**config.mk**
```make
export PLATFORM = sky130hd
export DESIGN_NAME = grid_point_direction_status_table_core
export DESIGN_NICKNAME = d
export VERILOG_FILES = /design/src/hdl/gpdst_pkg.sv /design/src/hdl/gpdst_mem.sv /design/src/hdl/grid_point_direction_status_table_core.sv
export SDC_FILE = /design/constraint.sdc
export NUM_CORES = 2
export LEC_CHECK = 0
export BUFFER_PORTS_ARGS = -buffer_cell sky130_fd_sc_hd__buf_2
export CORE_MARGIN = 2
export CORE_UTILIZATION = 60
export CTS_CLUSTER_SIZE = 14
export DETAILED_ROUTE_END_ITERATION = 6
export PLACE_DENSITY = 0.73
export SLEW_MARGIN = 30
export SYNTH_ARGS = -nofsm -noshare
export SYNTH_HDL_FRONTEND = slang
export SYNTH_HIERARCHICAL = 1
export SYNTH_SLANG_ARGS = --single-unit
```
**constraint.sdc**
```tcl
create_clock -name clock -period 17.5 [get_ports clock]
set_clock_uncertainty 0.1 [all_clocks]
set_input_delay 5.25 -clock clock [delete_from_list [all_inputs] [get_ports clock]]
set_output_delay 5.25 -clock clock [all_outputs]
set_load 0.005 [all_outputs]
```
**src/hdl/gpdst_pkg.sv**
```systemverilog
`default_nettype none

package gpdst_pkg;

   // Table geometry.
   localparam int CAPACITY    = 64;
   localparam int IDX_BITS    = $clog2(CAPACITY);
   localparam int CNT_BITS    = $clog2(CAPACITY + 1);
   localparam int COORD_BITS  = 16;
   localparam int STATUS_BITS = 2;
   localparam int DIR_COUNT   = 4;
   localparam int DIRS_BITS   = DIR_COUNT * STATUS_BITS;

   typedef enum logic [0:0] {
      OP_RECORD = 1'b0,
      OP_QUERY  = 1'b1
   } opcode_type;

   typedef enum logic [1:0] {
      ST_IDLE,
      ST_SCAN,
      ST_DONE
   } state_type;

   // One stored grid point: its key and the status of all four directions.
   typedef struct packed {
      logic [COORD_BITS-1:0] x;
      logic [COORD_BITS-1:0] y;
      logic [DIRS_BITS-1:0]  dirs;
   } entry_type;

   // Access request from the controller to the entry memory.
   typedef struct packed {
      logic                wr_en;
      logic [IDX_BITS-1:0] wr_addr;
      entry_type           wr_data;
      logic                rd_en;
      logic [IDX_BITS-1:0] rd_addr;
   } mem_ctrl_type;

   // Replace the status field of one direction.
   function automatic logic [DIRS_BITS-1:0] set_dir(
      input logic [DIRS_BITS-1:0]   dirs,
      input logic [1:0]             dir,
      input logic [STATUS_BITS-1:0] status
   );
      logic [DIRS_BITS-1:0] result;
      result = dirs;
      for (int i = 0; i < DIR_COUNT; i++) begin
         if (dir == 2'(i)) begin
            result[i*STATUS_BITS +: STATUS_BITS] = status;
         end
      end
      return result;
   endfunction

   // Pick the status field of one direction.
   function automatic logic [STATUS_BITS-1:0] get_dir(
      input logic [DIRS_BITS-1:0] dirs,
      input logic [1:0]           dir
   );
      logic [STATUS_BITS-1:0] result;
      result = '0;
      for (int i = 0; i < DIR_COUNT; i++) begin
         if (dir == 2'(i)) begin
            result = dirs[i*STATUS_BITS +: STATUS_BITS];
         end
      end
      return result;
   endfunction

endpackage

`default_nettype wire

```
**src/hdl/gpdst_mem.sv**
```systemverilog
`default_nettype none

module gpdst_mem
   import gpdst_pkg::*;
(
   input  wire logic         clock,
   input  wire mem_ctrl_type ctrl,
   output      entry_type    rd_data_ff
);

   // Entry store: one write port, one registered read port.
   entry_type mem [CAPACITY];

   always_ff @(posedge clock) begin
      if (ctrl.wr_en) begin
         mem[ctrl.wr_addr] <= ctrl.wr_data;
      end
      if (ctrl.rd_en) begin
         rd_data_ff <= mem[ctrl.rd_addr];
      end
   end

endmodule

`default_nettype wire

```
**src/hdl/grid_point_direction_status_table_core.sv**
```systemverilog
`default_nettype none

// Channel   Direction  Handshake              Payload
// req_      in         req_valid / req_ready  opcode, x_coord, y_coord, dir_sel, status_in
// rsp_      out        rsp_valid / rsp_ready  status_out, found, table_full
//
// One item at a time. The entry memory is read one entry per cycle through its
// single read port, in insertion order. Reset clears the point count and the
// control state; memory contents are not cleared, since only entries below the
// count are ever read.
// A result waits in the output register; the next item is taken meanwhile.

module grid_point_direction_status_table_core
   import gpdst_pkg::*;
(
   input  wire logic        clock,
   input  wire logic        reset,

   input  wire logic        req_valid,
   output      logic        req_ready,
   input  wire logic        req_opcode,
   input  wire logic [15:0] req_x_coord,
   input  wire logic [15:0] req_y_coord,
   input  wire logic [1:0]  req_dir_sel,
   input  wire logic [1:0]  req_status_in,

   output      logic        rsp_valid,
   input  wire logic        rsp_ready,
   output      logic [1:0]  rsp_status_out,
   output      logic        rsp_found,
   output      logic        rsp_table_full
);

   localparam logic [CNT_BITS-1:0] FULL_COUNT = CNT_BITS'(CAPACITY);

   state_type               state_ff, state_in;
   opcode_type              op_ff, op_in;
   logic [COORD_BITS-1:0]   x_ff, x_in;
   logic [COORD_BITS-1:0]   y_ff, y_in;
   logic [1:0]              dir_ff, dir_in;
   logic [STATUS_BITS-1:0]  st_ff, st_in;
   logic [CNT_BITS-1:0]     scan_ff, scan_in;
   logic                    pend_ff, pend_in;
   logic [IDX_BITS-1:0]     pend_idx_ff, pend_idx_in;
   logic [CNT_BITS-1:0]     count_ff, count_in;
   logic [1:0]              res_status_ff, res_status_in;
   logic                    res_found_ff, res_found_in;
   logic                    res_full_ff, res_full_in;
   logic                    rsp_valid_ff, rsp_valid_in;
   logic [1:0]              rsp_status_ff, rsp_status_in;
   logic                    rsp_found_ff, rsp_found_in;
   logic                    rsp_full_ff, rsp_full_in;

   mem_ctrl_type            mem_ctrl;
   entry_type               rd_entry;
   logic                    issue;
   logic                    match;

   gpdst_mem u_mem (
      .clock      (clock),
      .ctrl       (mem_ctrl),
      .rd_data_ff (rd_entry)
   );

   assign req_ready      = (state_ff == ST_IDLE);
   assign rsp_valid      = rsp_valid_ff;
   assign rsp_status_out = rsp_status_ff;
   assign rsp_found      = rsp_found_ff;
   assign rsp_table_full = rsp_full_ff;

   // A read is issued while stored entries remain; the previous read is compared.
   assign issue = (scan_ff < count_ff);
   assign match = pend_ff && (rd_entry.x == x_ff) && (rd_entry.y == y_ff);

   // Control state.
   always_ff @(posedge clock) begin
      if (reset) begin
         state_ff     <= ST_IDLE;
         pend_ff      <= 1'b0;
         count_ff     <= '0;
         rsp_valid_ff <= 1'b0;
      end else begin
         state_ff     <= state_in;
         pend_ff      <= pend_in;
         count_ff     <= count_in;
         rsp_valid_ff <= rsp_valid_in;
      end
   end

   // Item and result payload.
   always_ff @(posedge clock) begin
      op_ff         <= op_in;
      x_ff          <= x_in;
      y_ff          <= y_in;
      dir_ff        <= dir_in;
      st_ff         <= st_in;
      scan_ff       <= scan_in;
      pend_idx_ff   <= pend_idx_in;
      res_status_ff <= res_status_in;
      res_found_ff  <= res_found_in;
      res_full_ff   <= res_full_in;
      rsp_status_ff <= rsp_status_in;
      rsp_found_ff  <= rsp_found_in;
      rsp_full_ff   <= rsp_full_in;
   end

   // Next state, memory accesses and results.
   always_comb begin
      state_in      = state_ff;
      op_in         = op_ff;
      x_in          = x_ff;
      y_in          = y_ff;
      dir_in        = dir_ff;
      st_in         = st_ff;
      scan_in       = scan_ff;
      pend_in       = pend_ff;
      pend_idx_in   = pend_idx_ff;
      count_in      = count_ff;
      res_status_in = res_status_ff;
      res_found_in  = res_found_ff;
      res_full_in   = res_full_ff;
      rsp_valid_in  = rsp_valid_ff && !rsp_ready;
      rsp_status_in = rsp_status_ff;
      rsp_found_in  = rsp_found_ff;
      rsp_full_in   = rsp_full_ff;

      mem_ctrl         = '0;
      mem_ctrl.rd_addr = scan_ff[IDX_BITS-1:0];
      mem_ctrl.wr_data = '{x: x_ff, y: y_ff, dirs: set_dir('0, dir_ff, st_ff)};

      unique case (state_ff)
         ST_IDLE: begin
            if (req_valid) begin
               op_in    = opcode_type'(req_opcode);
               x_in     = req_x_coord[COORD_BITS-1:0];
               y_in     = req_y_coord[COORD_BITS-1:0];
               dir_in   = req_dir_sel;
               st_in    = req_status_in[STATUS_BITS-1:0];
               scan_in  = '0;
               pend_in  = 1'b0;
               state_in = ST_SCAN;
            end
         end

         ST_SCAN: begin
            mem_ctrl.rd_en = issue;
            pend_idx_in    = scan_ff[IDX_BITS-1:0];
            pend_in        = issue && !match;
            if (issue) begin
               scan_in = scan_ff + CNT_BITS'(1);
            end

            if (match) begin
               // Key found: update the direction in place or report it.
               res_found_in  = 1'b1;
               res_full_in   = 1'b0;
               res_status_in = '0;
               if (op_ff == OP_RECORD) begin
                  mem_ctrl.wr_en   = 1'b1;
                  mem_ctrl.wr_addr = pend_idx_ff;
                  mem_ctrl.wr_data = '{x: x_ff, y: y_ff,
                                       dirs: set_dir(rd_entry.dirs, dir_ff, st_ff)};
               end else begin
                  res_status_in = 2'(get_dir(rd_entry.dirs, dir_ff));
               end
               state_in = ST_DONE;
            end else if (!issue && !pend_ff) begin
               // Key absent: a record appends the point if there is room; a query reports not found.
               res_found_in  = 1'b0;
               res_status_in = '0;
               res_full_in   = 1'b0;
               if (op_ff == OP_RECORD) begin
                  if (count_ff != FULL_COUNT) begin
                     mem_ctrl.wr_en   = 1'b1;
                     mem_ctrl.wr_addr = count_ff[IDX_BITS-1:0];
                     count_in         = count_ff + CNT_BITS'(1);
                  end else begin
                     res_full_in = 1'b1;
                  end
               end
               state_in = ST_DONE;
            end
         end

         ST_DONE: begin
            // Move the result into the output register once it is free.
            if (!rsp_valid_ff || rsp_ready) begin
               rsp_valid_in  = 1'b1;
               rsp_status_in = res_status_ff;
               rsp_found_in  = res_found_ff;
               rsp_full_in   = res_full_ff;
               state_in      = ST_IDLE;
            end
         end

         default: begin
            state_in = ST_IDLE;
         end
      endcase
   end

   // The point count never passes the capacity.
   assert property (@(posedge clock) disable iff (reset) count_ff <= FULL_COUNT)
      else $error("point count exceeds capacity");

   // The count moves by at most one, and only at the end of a search.
   assert property (@(posedge clock) disable iff (reset)
      count_ff != $past(count_ff) |->
         count_ff == $past(count_ff) + CNT_BITS'(1) && $past(state_ff) == ST_SCAN)
      else $error("point count changed unexpectedly");

   // A dropped point was never found in the table.
   assert property (@(posedge clock) disable iff (reset)
      rsp_valid_ff && rsp_full_ff |-> !rsp_found_ff)
      else $error("table full reported for a found point");

   // A memory write only happens while finishing a record.
   assert property (@(posedge clock) disable iff (reset)
      mem_ctrl.wr_en |-> state_ff == ST_SCAN && op_ff == OP_RECORD)
      else $error("entry write outside a record");

   // A hit in the search always leads to the result stage with found set.
   assert property (@(posedge clock) disable iff (reset)
      state_ff == ST_SCAN && match |=> state_ff == ST_DONE && res_found_ff)
      else $error("hit not carried to the result stage");

endmodule

`default_nettype wire
```
### Word level (Yosys, flattened, before mapping)

Memory sizes are Yosys's and may differ from the RTL's. A register that Yosys moved wholly into a read port is not among the register bits.
Index checks and enable logic that the tools add are counted.

* register bits after elaboration: 69
* latch bits: 0
* bits in writable memories: 2560
* ROM bits: 0
* bits of input ports: 41
* output and inout bits: 6
* logic and storage cells: 97
* memories kept: 1

Memories
* u_mem.mem: depth 64, bits a word 40, read ports 1, clocked after memory_dff 1, write ports 1, RTL line gpdst_mem.sv:12 `entry_type mem [CAPACITY];`

* $add $sub $neg: 2
* $mul: 0
* divide/modulo/power cells: 0
* magnitude comparators: 1
* equality and inequality tests: 12
* shift operators: 0
* multiplexer cells: 40
* bitwise operators: 2
* reductions and logical operators: 22

Operators with widths (count)
* 48-bit two-way mux: 1
* 47-bit two-way mux: 1
* 7-bit two-way mux: 6
* 40-bit two-way mux: 1
* 2-bit two-way mux: 19
* 16-bit == test: 2
* 7-bit by 1-bit adder with 7-bit output (second input constant): 2
* 7-bit case mux with 2 select lines: 1
* 1-bit two-way mux: 9
* 2-bit AND reduction: 4
* 7-bit < comparator: 1
* 7-bit inequality test (second input constant): 1
* 2-bit == test (second input constant): 3
* 2-bit inequality test (second input constant): 3
* 2-bit case mux with 3 select lines: 1
* 3-bit AND reduction: 2
* 1-bit logical AND: 5
* 1-bit logical NOT: 5
* 5-bit AND reduction: 1
* 2-bit by 1-bit == test with 1-bit output (second input constant): 2
* 2-bit logical NOT: 2
* 2-bit nonzero test: 2
* 3-bit inequality test (second input constant): 1
* 1-bit NOT: 2
* other kinds (2): 2

### Depth between registers and ports, before layout

* word-level depth: 8
* mapped depth: 12
* gate-level depth less buffers: 10

### Modules after synthesis

Netlist, hierarchy kept.

By module, submodules not included
* gpdst_mem: instances 1, cells each 4195, area an instance 98254.2 µm², seq. area each 78074.9 µm²
* grid_point_direction_status_table_core: instances 1, cells each 281, area an instance 3359.5 µm², seq. area each 1961.9 µm²

### Least setup slack after synthesis

Ideal clock, no wire load.

* path kind: input to register
* from: input port req_valid
* to: register dir_ff[0], enable pin
* setup time: 392 ps
* data arrival time: 6066 ps
* required time: 17008 ps
* path slack: 10943 ps
* stages: 2
* path buffers: 0
* path through: nand2_1 inv_1

* cells in the longest elaborated chain, start to end: 1

Ends and longest elaborated chain
* start: declaration: RTL line grid_point_direction_status_table_core.sv:19 `input wire logic req_valid,`
* 2-bit AND reduction (no line)
* end signal: assignment: RTL line grid_point_direction_status_table_core.sv:95 `dir_ff <= dir_in;`
* end: declaration: RTL line grid_point_direction_status_table_core.sv:40 `logic [1:0] dir_ff, dir_in;`

No other way between the ends.
A chain may end at the register's enable or synchronous reset.

==> metrics.yaml <==
place:
  dp_hpwl_um: 127000
  dp_slack_ns: 10.69
  place_congestion: 0.855
  dp.cells: 6651
  place_area_mm2: 0.105
  portBuffers: 46
drt:
  initialDrtViolationCount: 7682
  viasPerCell: 7.01
  vias: 49866
  ant_nets: 0
  drtPass1Iterations: 7
  avgRoutedWirePerCell_um: 35.5
  drc_errors: 0
  wirelength_um: 253000
finish:
  num_antenna_cells: 0
  area_growth_pct: 11.7
  drive_above_1_share_pct: 26.7
  postLayoutCellArea_mm2: 0.113
  final_nets: 4765
  fin_cells: 7114
worst_setup_path:
  worst_setup_path_end_kind: "register"
  critPathMostFrequentCell: "buf_4"
  path_buf_inv: 2
  critical_path_arrival_ns: 7.49
  path_cells: "buf_4 -> xor2_1 -> nor4_1 -> nand3b_1 -> or4_4 -> o2bb2ai_1 -> nand4_1 -> nor2_4 -> buf_4"
  crit_family: "simple AND/OR/NAND/NOR gates"
  crit_path_top_delay_cell: "nor4_1"
  critical_path_required_ns: 17.92
  cp_max_fo: 65
  cp-start-kind: "register"
  cpPeakStageDelay_ns: 0.98
  worstSetupPathType: "register to register"
synth:
  synth-edff-count: 2658
  syn-instance-count: 4476
  ys_seq_area_share_pct: 78.8
  ys_ff_latch: 2669
  synth_most_common_cell: "edfxtp_1"
  ys_async_sr_fraction_pct: 0
  synth_flop_cell: "edfxtp_1"
  synth_area_leader_cell: "edfxtp_1"
  yosys_warnings: 6
  synth_fp_nets: 4526
  netlist_top_cells_area: "edfxtp_1 (79%), mux4_2 (14%), mux2i_1 (1.1%)"
  syn_area_mm2: 0.102
  ys_types: 57
  synth_top_area_share_pct: 78.5
  netlist_top_cells_count: "edfxtp_1 (2,658), mux4_2 (610), o22ai_1 (144)"
  synth_area_per_cell_um2: 22.7
global_routing:
  antenna_found_initial: 3
  grt_remaining_overflow: 0
  grt_pass1_wl_um: 358000
  grtUsageTotal_pct: 29.5
  grt_pass1_vias: 49239
  grt_max_degree: 107
sta:
  rsz0062_at_grt: "no"
  fin_tns_setup_ns: 0
  period_needed_ns: 7.07
  hold_viol: 0
  setup_viol: 0
  worst_pin_slew_ns: 1.09
  slew-limit-headroom_pct: 26.6
  fmax_mhz: 141
  finalCritPeriodShare_pct: 40.4
  slew_violations: 0
  setup_ws_ns: 10.43
cts:
  numCtsBuffers: 278
  h-tree-depth: 5
  postCtsSetupRepairBufs: 0
  clkSinkCount: 2669
  clkTransAtPathRegs_ns: 0.06
  clk_latency_ns: 0.92
  clock_path_buffers: 4
  root_buffer: "clkbuf_16"
  cts_tree: "done"
  ctsResizeCount: 0
  cts_hold_buf: 0
floorplanning:
  ios: 47
  initial_core_util_pct: 60.2
  coreArea_mm2: 0.169
  die_h_um: 416
  dieArea_mm2: 0.173
  die_x_um: 416
  fp-row-count: 151
pwr:
  power_leakage_uw: 0.0350
  vdd_ir_drop_max_uv: 133
  p_per_area_mw_per_mm2: 124
job:
  drv_cap: 0
min_path:
  worstHoldPathType: "register to register"
status:
  status: "finished, final reports clean"
[routing by layer]
metal	wire length, um	track usage [%]	part of all wire (%)	up-vias
met3	31200	7.07	12	551
met5	13	0	0.0051	-
met2	118000	45.0	47	3431
met1	92100	41.9	36	26299
li1	-	-	-	19583
met4	10800	11.6	4.3	2
[final cells by class]
| class | instances | area (um^2) |
|---|---|---|
| sequential | 2669 | 80000 |
| fill | 10122 | 55200 |
| multi-input combinational | 1546 | 20900 |
| clock inverter | 115 | 817 |
| tap | 2218 | 2780 |
| inverter | 13 | 51.3 |
| clock buffer | 346 | 7360 |
| timing repair buffer | 207 | 1540 |
[worst reg2reg max path, stage by stage, from the launching register on]
cell       delay (ns)
edfxtp_1         0.33
buf_4            0.51
xor2_1           0.48
nor4_1           0.98
nand3b_1         0.50
or4_4            0.80
o2bb2ai_1        0.70
nand4_1          0.86
nor2_4           0.69
buf_4            0.68
[registers in the layout (all words and copies together), names as in the netlist, 2 cells and up]
register,cells
count_ff,7
dir_ff,2
pend_idx_ff,6
res_status_ff,2
rsp_status_out,2
scan_ff,7
st_ff,2
state_ff,2
u_mem/mem,2560
u_mem/rd_data_ff,40
x_ff,16
y_ff,16
[cells by family after synthesis]
group | share of synthesized area, %
AOI/OAI and AO/OA | 2.82
adders and majority gates | 0.111
muxes | 15.1
and+or+nand+nor | 1.57
DFF | 78.8
xor gates and xnor gates | 0.319
buffers and inverters | 1.33
[cell usage in the layout (no fill, tap or decap), drive strengths merged, types with 19 or more instances in the layout]
| cell type | count |
|---|---|
| clkbuf | 346 |
| clkinv | 98 |
| o21ai | 38 |
| mux2 | 41 |
| buf | 207 |
| nand3 | 19 |
| nand2 | 39 |
| mux4 | 610 |
| a221oi | 34 |
| edfxtp | 2658 |
| xnor2 | 19 |
| nor4 | 43 |
| o221ai | 42 |
| a21oi | 78 |
| o22a | 26 |
| o22ai | 144 |
| nor2 | 113 |
| nand2b | 20 |
| mux2i | 113 |
| nor2b | 20 |
[where the power goes]
group / total, uW / internal (uW) / switching [uW]
combinational: 1550 / 599 / 949
clock: 5430 / 3120 / 2300
sequential: 7150 / 7130 / 20.6
[final timing paths]
kind	endpoint	slack, ns	startpoint	depth (start not counted)
hold / removal	rsp_status_out[0]	0.36	res_status_ff[0]	0
setup reg to reg	u_mem/mem[15][23]	10.43	y_ff[10]	9
hold reg to reg	rsp_status_out[0]	0.36	res_status_ff[0]	0
setup / recovery	u_mem/mem[15][23]	10.43	y_ff[10]	9
[stage by stage]
stage / total power [uW] / utilization (%) / hold slack [ns]
6_report: 14100 / 67.3 / 0.361
5_1_grt: 14500 / 67.3 / 0.372
3_3_place_gp: 8790 / 62.3 / 0.355
3_5_place_dp: 8820 / 62.4 / 0.351
4_1_cts: 14200 / 67.2 / 0.363
2_1_floorplan: 8320 / - / 0.300
Note: power is estimated with default switching activity, not from simulation.
